## src/mfle_pkg.sv

```systemverilog
// Shared types, constants and functions for the mbox From-line escaper.
// No dependencies; imported by every module of the block.
`timescale 1ns / 1ps
`default_nettype none

package mfle_pkg;

  localparam int unsigned QueueDepth = 4;

  localparam logic [7:0] ChNewline = 8'h0A;
  localparam logic [7:0] ChGt      = 8'h3E;
  localparam logic [7:0] ChEq      = 8'h3D;
  localparam logic [7:0] ChFour    = 8'h34;
  localparam logic [7:0] ChSix     = 8'h36;
  localparam logic [7:0] ChF       = 8'h46;
  localparam logic [7:0] ChR       = 8'h72;
  localparam logic [7:0] ChO       = 8'h6F;
  localparam logic [7:0] ChM       = 8'h6D;
  localparam logic [7:0] ChSpace   = 8'h20;

  localparam logic [2:0] PrefixLast = 3'd4;

  typedef enum logic [1:0] {
    CMD_BYTE   = 2'd0,
    CMD_HELD   = 2'd1,
    CMD_ESC_GT = 2'd2,
    CMD_ESC_QP = 2'd3
  } cmd_kind_e;

  typedef struct packed {
    cmd_kind_e   kind;
    logic [2:0]  held;
    logic [7:0]  data;
    logic        eos;
  } cmd_t;

  function automatic logic [7:0] prefix_byte(input logic [2:0] idx);
    logic [7:0] ch;
    unique case (idx)
      3'd0:    ch = ChF;
      3'd1:    ch = ChR;
      3'd2:    ch = ChO;
      3'd3:    ch = ChM;
      3'd4:    ch = ChSpace;
      default: ch = 8'h00;
    endcase
    return ch;
  endfunction

endpackage

`default_nettype wire

```

## src/mbox_from_line_escaper.sv

```systemverilog
// Top level of the mbox From-line escaper: front, command queue and back.
// Depends on mfle_pkg, mfle_front, mfle_fifo and mfle_back.
//
// Channel  | Dir | Fields (low bit first)
// s_axis   | in  | tdata: in_byte[7:0]; tlast: end_of_stream
// m_axis   | out | tdata: out_byte[7:0]; tuser: run_last; tlast: stream_last
// cfg      | in  | cfg_data_i: armor_mode
//
// The back part emits one byte per cycle from its output register while
// the output is not stalled. A plain byte gives one output byte, after any
// held prefix bytes; an escape six or seven, and a flushed prefix up to four.
// The input keeps taking bytes while an escape drains and stalls only when
// the command queue is full.
// Reset puts the block at line start with nothing held and armor mode off.
`timescale 1ns / 1ps
`default_nettype none

module mbox_from_line_escaper
  import mfle_pkg::*;
#(
  parameter int unsigned QUEUE_DEPTH = QueueDepth
) (
  input  wire logic       clk_i,
  input  wire logic       rst_ni,
  input  wire logic       cfg_valid_i,
  output logic            cfg_ready_o,
  input  wire logic       cfg_data_i,
  input  wire logic       s_axis_tvalid,
  output logic            s_axis_tready,
  input  wire logic [7:0] s_axis_tdata,  // in_byte[7:0]
  input  wire logic       s_axis_tlast,
  output logic            m_axis_tvalid,
  input  wire logic       m_axis_tready,
  output logic [7:0]      m_axis_tdata,  // out_byte[7:0]
  output logic            m_axis_tuser,  // run_last
  output logic            m_axis_tlast
);

  logic armor_q;
  logic full, empty, push, pop;
  cmd_t push_cmd, head;

  assign cfg_ready_o = 1'b1;

  always_ff @(posedge clk_i or negedge rst_ni) begin
    if (!rst_ni) begin
      armor_q <= 1'b0;
    end else if (cfg_valid_i && cfg_ready_o) begin
      armor_q <= cfg_data_i;
    end
  end

  mfle_front u_front (
    .clk_i         (clk_i),
    .rst_ni        (rst_ni),
    .armor_i       (armor_q),
    .s_axis_tvalid (s_axis_tvalid),
    .s_axis_tready (s_axis_tready),
    .s_axis_tdata  (s_axis_tdata),
    .s_axis_tlast  (s_axis_tlast),
    .full_i        (full),
    .push_o        (push),
    .cmd_o         (push_cmd)
  );

  mfle_fifo #(
    .Depth (QUEUE_DEPTH)
  ) u_fifo (
    .clk_i      (clk_i),
    .rst_ni     (rst_ni),
    .push_i     (push),
    .push_cmd_i (push_cmd),
    .full_o     (full),
    .pop_i      (pop),
    .head_o     (head),
    .empty_o    (empty)
  );

  mfle_back u_back (
    .clk_i         (clk_i),
    .rst_ni        (rst_ni),
    .head_i        (head),
    .empty_i       (empty),
    .pop_o         (pop),
    .m_axis_tvalid (m_axis_tvalid),
    .m_axis_tready (m_axis_tready),
    .m_axis_tdata  (m_axis_tdata),
    .m_axis_tuser  (m_axis_tuser),
    .m_axis_tlast  (m_axis_tlast)
  );

endmodule

`default_nettype wire

```

## src/mfle_fifo.sv

```systemverilog
// Small command queue between the front and back parts of the escaper.
// Depends on mfle_pkg for the command type.
`timescale 1ns / 1ps
`default_nettype none

module mfle_fifo
  import mfle_pkg::*;
#(
  parameter int unsigned Depth = QueueDepth
) (
  input  wire logic clk_i,
  input  wire logic rst_ni,
  input  wire logic push_i,
  input  wire cmd_t push_cmd_i,
  output logic      full_o,
  input  wire logic pop_i,
  output cmd_t      head_o,
  output logic      empty_o
);

  localparam int unsigned AW = (Depth > 1) ? $clog2(Depth) : 1;
  localparam int unsigned CW = $clog2(Depth + 1);

  cmd_t          mem_q [Depth];
  logic [AW-1:0] wr_ptr_q, wr_ptr_d;
  logic [AW-1:0] rd_ptr_q, rd_ptr_d;
  logic [CW-1:0] count_q, count_d;
  logic          do_push, do_pop;

  assign full_o  = (count_q == CW'(Depth));
  assign empty_o = (count_q == '0);
  assign head_o  = mem_q[rd_ptr_q];
  assign do_push = push_i && !full_o;
  assign do_pop  = pop_i && !empty_o;

  always_comb begin
    wr_ptr_d = wr_ptr_q;
    rd_ptr_d = rd_ptr_q;
    count_d  = count_q;
    if (do_push) begin
      wr_ptr_d = (wr_ptr_q == AW'(Depth - 1)) ? '0 : wr_ptr_q + AW'(1);
    end
    if (do_pop) begin
      rd_ptr_d = (rd_ptr_q == AW'(Depth - 1)) ? '0 : rd_ptr_q + AW'(1);
    end
    if (do_push && !do_pop) begin
      count_d = count_q + CW'(1);
    end else if (do_pop && !do_push) begin
      count_d = count_q - CW'(1);
    end
  end

  always_ff @(posedge clk_i or negedge rst_ni) begin
    if (!rst_ni) begin
      wr_ptr_q <= '0;
      rd_ptr_q <= '0;
      count_q  <= '0;
    end else begin
      wr_ptr_q <= wr_ptr_d;
      rd_ptr_q <= rd_ptr_d;
      count_q  <= count_d;
    end
  end

  always_ff @(posedge clk_i) begin
    if (do_push) begin
      mem_q[wr_ptr_q] <= push_cmd_i;
    end
  end

endmodule

`default_nettype wire

```

## src/mfle_front.sv

```systemverilog
// Front part: accepts input bytes, tracks line start and the held prefix,
// and turns each byte into an output command. Depends on mfle_pkg.
`timescale 1ns / 1ps
`default_nettype none

module mfle_front
  import mfle_pkg::*;
(
  input  wire logic       clk_i,
  input  wire logic       rst_ni,
  input  wire logic       armor_i,
  input  wire logic       s_axis_tvalid,
  output logic            s_axis_tready,
  input  wire logic [7:0] s_axis_tdata,
  input  wire logic       s_axis_tlast,
  input  wire logic       full_i,
  output logic            push_o,
  output cmd_t            cmd_o
);

  logic       line_start_q, line_start_d;
  logic [2:0] held_q, held_d;
  logic       accept, match, has_cmd;

  assign s_axis_tready = !full_i;
  assign accept        = s_axis_tvalid && s_axis_tready;
  assign match         = line_start_q && (s_axis_tdata == prefix_byte(held_q));
  assign push_o        = accept && has_cmd;

  always_comb begin
    cmd_o.kind   = CMD_BYTE;
    cmd_o.held   = 3'd0;
    cmd_o.data   = s_axis_tdata;
    cmd_o.eos    = s_axis_tlast;
    has_cmd      = 1'b1;
    held_d       = 3'd0;
    line_start_d = (s_axis_tdata == ChNewline);
    if (!line_start_q) begin
      cmd_o.kind = CMD_BYTE;
    end else if (match && (held_q == PrefixLast)) begin
      cmd_o.kind   = armor_i ? CMD_ESC_QP : CMD_ESC_GT;
      line_start_d = 1'b0;
    end else if (match) begin
      // A partial match is held; a mismatch or stream end releases it.
      held_d       = held_q + 3'd1;
      line_start_d = 1'b1;
      cmd_o.kind   = CMD_HELD;
      cmd_o.held   = held_q + 3'd1;
      has_cmd      = s_axis_tlast;
    end else begin
      cmd_o.kind = CMD_BYTE;
      cmd_o.held = held_q;
    end
    if (s_axis_tlast) begin
      held_d       = 3'd0;
      line_start_d = 1'b1;
    end
  end

  always_ff @(posedge clk_i or negedge rst_ni) begin
    if (!rst_ni) begin
      line_start_q <= 1'b1;
      held_q       <= 3'd0;
    end else if (accept) begin
      line_start_q <= line_start_d;
      held_q       <= held_d;
    end
  end

endmodule

`default_nettype wire

```

## src/mfle_back.sv

```systemverilog
// Back part: expands queued commands into output bytes, one per cycle,
// unless stalled, from a registered output stage. Depends on mfle_pkg.
`timescale 1ns / 1ps
`default_nettype none

module mfle_back
  import mfle_pkg::*;
(
  input  wire logic clk_i,
  input  wire logic rst_ni,
  input  wire cmd_t head_i,
  input  wire logic empty_i,
  output logic      pop_o,
  output logic      m_axis_tvalid,
  input  wire logic m_axis_tready,
  output logic [7:0] m_axis_tdata,
  output logic      m_axis_tuser,
  output logic      m_axis_tlast
);

  logic [2:0] idx_q, idx_d;
  logic [2:0] len;
  logic [7:0] cur_byte;
  logic       is_last, load;
  logic       out_valid_q, out_valid_d;
  logic [7:0] out_data_q;
  logic       out_run_last_q, out_stream_last_q;

  always_comb begin
    unique case (head_i.kind)
      CMD_BYTE:   len = head_i.held + 3'd1;
      CMD_HELD:   len = head_i.held;
      CMD_ESC_GT: len = 3'd6;
      CMD_ESC_QP: len = 3'd7;
      default:    len = 3'd1;
    endcase
  end

  always_comb begin
    unique case (head_i.kind)
      CMD_BYTE:   cur_byte = (idx_q < head_i.held) ? prefix_byte(idx_q) : head_i.data;
      CMD_HELD:   cur_byte = prefix_byte(idx_q);
      CMD_ESC_GT: cur_byte = (idx_q == 3'd0) ? ChGt : prefix_byte(idx_q - 3'd1);
      CMD_ESC_QP: begin
        case (idx_q)
          3'd0:    cur_byte = ChEq;
          3'd1:    cur_byte = ChFour;
          3'd2:    cur_byte = ChSix;
          default: cur_byte = prefix_byte(idx_q - 3'd2);
        endcase
      end
      default:    cur_byte = head_i.data;
    endcase
  end

  assign is_last = (idx_q == (len - 3'd1));
  assign load    = !empty_i && (!out_valid_q || m_axis_tready);
  assign pop_o   = load && is_last;

  always_comb begin
    idx_d       = idx_q;
    out_valid_d = out_valid_q;
    if (load) begin
      idx_d       = is_last ? 3'd0 : idx_q + 3'd1;
      out_valid_d = 1'b1;
    end else if (m_axis_tready) begin
      out_valid_d = 1'b0;
    end
  end

  always_ff @(posedge clk_i or negedge rst_ni) begin
    if (!rst_ni) begin
      idx_q       <= 3'd0;
      out_valid_q <= 1'b0;
    end else begin
      idx_q       <= idx_d;
      out_valid_q <= out_valid_d;
    end
  end

  always_ff @(posedge clk_i) begin
    if (load) begin
      out_data_q        <= cur_byte;
      out_run_last_q    <= is_last;
      out_stream_last_q <= is_last && head_i.eos;
    end
  end

  assign m_axis_tvalid = out_valid_q;
  assign m_axis_tdata  = out_data_q;
  assign m_axis_tuser  = out_run_last_q;
  assign m_axis_tlast  = out_stream_last_q;

endmodule

`default_nettype wire

```

## config.mk

```make
export PLATFORM = sky130hd
export DESIGN_NAME = mbox_from_line_escaper
export DESIGN_NICKNAME = d
export VERILOG_FILES = /design/src/mfle_pkg.sv /design/src/mbox_from_line_escaper.sv /design/src/mfle_fifo.sv /design/src/mfle_front.sv /design/src/mfle_back.sv
export SDC_FILE = /design/constraint.sdc
export NUM_CORES = 1
export LEC_CHECK = 0
export ABC_AREA = 1
export BUFFER_PORTS_ARGS = -buffer_cell sky130_fd_sc_hd__buf_2
export CORE_AREA = 2 2 109 111
export CTS_CLUSTER_DIAMETER = 200
export DETAILED_ROUTE_END_ITERATION = 12
export DIE_AREA = 0 0 111 113
export SYNTH_ARGS = -nofsm -noshare
export SYNTH_HDL_FRONTEND = slang
export SYNTH_SLANG_ARGS = --single-unit
export TNS_END_PERCENT = 30
```

## constraint.sdc

```tcl
create_clock -name clk_i -period 4.1 [get_ports clk_i]
set_clock_uncertainty 0.15 [all_clocks]
set_input_delay 0.615 -clock clk_i [delete_from_list [all_inputs] [get_ports clk_i]]
set_output_delay 0.615 -clock clk_i [all_outputs]
set_load 0.05 [all_outputs]
```

# ---- After elaboration in Yosys (flattened, before gate mapping)
# Memories as Yosys holds them, arrays and structs flattened.
# Cells that the tools add are included.
dict set report word_totals {
  ff_bits 26
  mem_bits_rw 56
  n_memories 1
  latch_bits 0
  output_inout_bits 13
  mem_bits_ro 0
}
dict set report classes {
  add_sub_neg 10
  multipliers 0
  div 0
  bitwise 0
  n_reduce_logical 25
  muxes 35
  order_cmp 1
  eq_ne 25
  n_shift 0
}
# name depth width rd rd_ports_with_merged_regs wr line_no
set memory_table {}
lappend memory_table {u_fifo.mem_q 4 14 1 0 1 mfle_fifo.sv:24} ;# cmd_t mem_q [Depth];
# op n
set op_table {}
lappend op_table {{$pmux W7 S5} 4}
lappend op_table {{$pmux W8 S4} 1}
lappend op_table {{$mux W3} 9}
lappend op_table {{$eq A3 B2 Y1 const B} 8}
lappend op_table {{$pmux W8 S3} 1}
lappend op_table {{$eq A3 B3 Y1 const B} 5}
lappend op_table {{$logic_not A3 Y1} 5}
lappend op_table {{$add A3 B1 Y3 const B} 4}
lappend op_table {{$eq A3 B1 Y1 const B} 4}
lappend op_table {{$mux W1} 12}
lappend op_table {{$pmux W3 S4} 1}
lappend op_table {{$logic_and A1 B1 Y1} 11}
lappend op_table {{$sub A3 B1 Y3 const B} 3}
lappend op_table {{$eq A2 B2 Y1 const B} 4}
lappend op_table {{$eq A8 B4 Y1 const B} 1}
lappend op_table {{$eq A8 B7 Y1} 1}
lappend op_table {{$mux W2} 4}
lappend op_table {{$mux W8} 1}
lappend op_table {{$mux W7} 1}
lappend op_table {{$logic_not A1 Y1} 5}
lappend op_table {{$add A2 B1 Y2 const B} 2}
lappend op_table {{$mux W4} 1}
lappend op_table {{$reduce_bool A2 Y1} 2}
lappend op_table {{$eq A3 B3 Y1} 1}
lappend op_table {{other kinds (5)} 5}

# ---- Longest topological paths before layout
dict set report logic_depth {
  word_depth 13
  ltp_mapped 20
  mapped_depth_nobuf 20
}

# ---- Hierarchy
# From an unflattened synthesis, not the netlist that was laid out.
dict set report unflattened {
  hier_cells 545
  area_unflattened_um2 4880.9
}
# mod cells_each n_inst area_per_inst_um2
set by_module_without_submodules {}
lappend by_module_without_submodules {mfle_fifo 224 1 2795.2}
lappend by_module_without_submodules {mfle_back 214 1 1400.1}
lappend by_module_without_submodules {mfle_front 100 1 634.4}
lappend by_module_without_submodules {mbox_from_line_escaper 7 1 51.3}

# ---- Worst setup path before layout
# Ideal clock, no wire load.
dict set report synth_path {
  kind {register -> register}
  from {register u_fifo.rd_ptr_q[0]}
  to {register u_fifo.count_q[2]}
  path_buffers 2
  arrival_ns 3.185
  slack_ns 0.634
  required_time_ns 3.819
  stages_incl_launch_ff 18
  path_cell_list {dfrtp_1 -> buf_6 -> clkbuf_1 -> nand2_1 -> a32oi_1 -> ha_1 -> o22ai_1 -> ha_1 -> xor2_1 -> inv_1 -> nor2_4 -> nand3_2 -> ha_1 -> inv_1 -> fa_1 -> a21oi_1 -> o21ai_0 -> xor2_1}
}
dict set report synth_between {
  elab_chain_cells 10
  word_cells_on_any_way 16
  classes_between {2 x add/sub; 4 x eq/ne; 2 x mux; 7 x reduce/logical; 1 x memory}
}
# item line_no
set synth_lines {}
lappend synth_lines {{start: declaration} mfle_fifo.sv:26} ;# logic [AW-1:0] rd_ptr_q, rd_ptr_d;
lappend synth_lines {{start signal: assignment} mfle_fifo.sv:60} ;# rd_ptr_q <= rd_ptr_d;
lappend synth_lines {{$mem_v2 Z4 W14 (*)} n/a}
lappend synth_lines {{$add A3 B1 Y3, or another cell as far along} mfle_back.sv:31} ;# CMD_BYTE: len = head_i.held + 3'd1;
lappend synth_lines {{$pmux W3 S4 (*)} mfle_back.sv:30} ;# unique case (head_i.kind)
lappend synth_lines {{$sub A3 B1 Y3 (*)} mfle_back.sv:56} ;# assign is_last = (idx_q == (len - 3'd1));
lappend synth_lines {{$eq A3 B3 Y1 (*)} mfle_back.sv:56}
lappend synth_lines {{$logic_and A1 B1 Y1 (*)} mfle_back.sv:58} ;# assign pop_o = load && is_last;
lappend synth_lines {{$logic_and A1 B1 Y1 (*)} mfle_fifo.sv:34} ;# assign do_pop = pop_i && !empty_o;
lappend synth_lines {{$logic_not A1 Y1} mfle_fifo.sv:46} ;# if (do_push && !do_pop) begin
lappend synth_lines {{$logic_and A1 B1 Y1} mfle_fifo.sv:46}
lappend synth_lines {{$mux W3 or $reduce_bool A2 Y1 (tied branches)} n/a}
lappend synth_lines {{end signal: assignment} mfle_fifo.sv:61} ;# count_q <= count_d;
lappend synth_lines {{end: declaration} mfle_fifo.sv:27} ;# logic [CW-1:0] count_q, count_d;
# Every way passes the cells marked *; elsewhere a longest branch is shown, timed or not.
# A chain may end at the register's enable or synchronous reset.

# ---- Final worst setup path
# Same ends and word-level chain as after synthesis.

==> impl_metrics.ini <==
[placement]
dpl-instance-area_mm2 = 0.00474
gp_congestion = 0.923
dpl.cell_count = 644
portBuffers = 26
dp_hpwl_um = 6690

[clocking]
cts_tree = built
htreeDepth = 3
cts_buffers = 9
clk_latency_ns = 0.34
clkSlewWorstSetupHoldPaths_ns = 0.07
cts_resized = 0
clockBufferDepth = 2
cts_setup_buffers = 0
ctsHoldBuffers = 0
clockRootBuffer = clkbuf_16
clock_sinks = 82

[layout]
seq_area_mm2 = 0.00238
n_fill_cell = 1077
multiInputGateArea_mm2 = 0.00178
final_area_mm2 = 0.00502
n_antenna_cell = 0
fin_nets = 554
layoutNonFillerInstCount = 660
syn_to_final_growth_pct = 13.1
drive_gt1_share_pct = 12.8

[synth]
ys_types = 39
synth_warnings = 0
synthTopCellsByArea = edfxtp_1 (45%), nand2_1 (9.3%), dfrtp_1 (8.5%), ha_1 (7.3%), inv_1 (4.7%)
synth_top_area_share_pct = 44.7
synth_area_leader_cell = edfxtp_1
synth_seq_area_share_pct = 53.7
synth_fp_nets = 521
syn_area_mm2 = 0.00444
syn_inst = 479
syn_avg_cell_area_um2 = 9.27
synth-seq-cells = 82

[timing]
drv_slew = 0
setup_tns_ns = 0
grt_setup_unrepaired = no
max_freq_mhz = 275
min_period_ns = 3.64
hold_viol_final = 0
setup_violations = 0
period_share_pct = 88.7

[pwr]
leakagePower_nw = 2.18
p_per_area_mw_per_mm2 = 805
finalPower_w = 0.00404
vdd_drop_max_uv = 330

[global_route]
grt_pass1_wl_um = 15600
grt_pass1_vias = 3165
grt_antenna_before_repair = 0
gr-total-overflow = 0
grt_usage_pct = 15.6
grt_max_degree = 32

[floorplanning]
row_count = 39
die_w_um = 111
dieArea_mm2 = 0.0125
core_area_mm2 = 0.0113
start_util_pct = 39.4
die_h_um = 113
io_pins = 28

[setup_path]
crit_arrival_ns = 3.70
required_ns = 4.16
worstSetupPathType = reg2reg
end_kind = flop
path_max_fanout = 28
cp-start-kind = flop

[min_path]
worstHoldPathType = in2async

[status]
status = completed

[routing]
postRouteAntennaNets = 0
wire_per_inst_um = 14.5
vias = 3312
first_pass_iters = 5
post-route-drc-count = 0
drt_iter0_markers = 223
viasPerCell = 5.02
finalWirelength_um = 9550

[job]
maxCapViolCount = 0
==> cells in the mapped netlist, drive strengths merged <==
cell type / instances
o211ai: 4
a211oi: 2
xor2: 2
a32oi: 1
o311ai: 1
a21oi: 18
xnor2: 2
nor3: 10
conb: 1
or2: 1
nand3b: 1
o22ai: 11
nand3: 30
dfstp: 1
nor4: 1
ha: 26
nand2: 115
inv: 59
a31oi: 1
o21ai: 36
clkbuf: 6
edfxtp: 66
buf: 5
dfrtp: 15
nand4: 8
fa: 1
nor2: 55
==> power breakdown <==
| part | leakage (nW) | switching, W | total, W | internal (W) |
|---|---|---|---|---|
| registers | 0.818 | 0.000110 | 0.00129 | 0.00118 |
| logic | 1.23 | 0.00140 | 0.00202 | 0.000616 |
| clock network | 0.137 | 0.000309 | 0.000737 | 0.000428 |
| total | 2.18 | 0.00182 | 0.00404 | 0.00222 |
==> metrics by stage <==
step / setup WS, ns / hold WS [ns] / util, %
finish: 0.461 / 0.0593 / 44.5
global route: 0.115 / 0.0816 / 44.5
CTS: 0.460 / 0.0601 / 44.5
detailed placement: 0.466 / 0.377 / 42.1
global placement: 0.592 / 0.369 / 42.1
floorplan: 0.634 / 0.169 / -
==> worst max-delay path: stages, from the launching register on <==
cell and delay (ns):
dfrtp_1 0.39, inv_2 0.35, nand2_1 0.14, nand3_1 0.11, nand2_2 0.10, nor2_1 0.25
inv_1 0.13, o22ai_1 0.16, ha_1 0.19, xnor2_1 0.15, inv_1 0.06, nand2_1 0.06
nand2_1 0.11, nand3_2 0.12, ha_1 0.14, inv_1 0.07, fa_1 0.43, a21oi_1 0.15
o21ai_0 0.11, xor2_1 0.15
==> state kept, by name, indices dropped and copies added, names as in the netlist <==
signal	count
armor_q	1
u_back.idx_q	3
u_back.m_axis_tdata	8
u_back.m_axis_tlast	1
u_back.m_axis_tuser	1
u_back.m_axis_tvalid	1
u_fifo.count_q	3
u_fifo.mem_q	56
u_fifo.rd_ptr_q	2
u_fifo.wr_ptr_q	2
u_front.held_q	3
u_front.line_start_q	1
==> routing by layer <==
layer | share of wire (%) | track usage, % | up-vias
met2 | 49 | 26.2 | 61
met5 | 0 | 0 | -
met4 | 1.4 | 6.08 | 0
met1 | 47 | 20.3 | 1564
met3 | 3.0 | 2.89 | 9
li1 | - | - | 1678
==> final timing paths <==
| check | slack (ns) | from | end | depth (start not counted) |
|---|---|---|---|---|
| max | 0.46 | u_fifo.rd_ptr_q[0]$_DFFE_PN0P_ | u_fifo.count_q[2]$_DFFE_PN0P_ | 19 |
| min | 0.06 | rst_ni | u_fifo.wr_ptr_q[0]$_DFFE_PN0P_ | 1 |
| max reg2reg | 0.46 | u_fifo.rd_ptr_q[0]$_DFFE_PN0P_ | u_fifo.count_q[2]$_DFFE_PN0P_ | 19 |
| min reg2reg | 0.38 | u_front.line_start_q$_DFFE_PN1P_ | u_front.held_q[0]$_DFFE_PN0P_ | 2 |
| max in group asynchronous | 3.41 | rst_ni | u_front.line_start_q$_DFFE_PN1P_ | 1 |
| min in group clk_i | 0.32 | m_axis_tready | u_back.m_axis_tvalid$_DFFE_PN0P_ | 2 |
==> area by class of cell <==
cell class | instances | area share, %
clock buffers | 12 | 4.91
clock inverters | 4 | 0.549
inverters | 59 | 4.41
multi-input cells | 327 | 35.4
flip-flops and latches | 82 | 47.5
well taps | 143 | 3.57
repair buffers | 33 | 3.64
==> cell families after synthesis <==
group / share of synthesized area, %
simple gates: 21.6
xor+xnor: 0.790
flops: 53.7
compound gates: 9.78
fa+ha+maj: 7.78
other cells: 0.0845
buf+inv: 6.26
==> layout by cell type (no fill, tap or decap), types with 3 or more instances in the layout <==
cell       Yosys  final
nand4_1        8      8
o21ai_0       30     30
nand2_2        4      4
inv_1         56     56
ha_1          26     26
nand2_1      110    110
nor3_1        10     10
dfrtp_1       15     15
o22ai_1       11     11
nand3_2        3      3
nand3_1       27     27
buf_4          1      7
a21oi_1       17     17
o211ai_1       3      3
buf_2          3     26
clkbuf_16      0      9
o21ai_1        5      5
edfxtp_1      66     66
nor2_1        52     52
inv_2          3      3
Power figures use the tool's default switching activity.
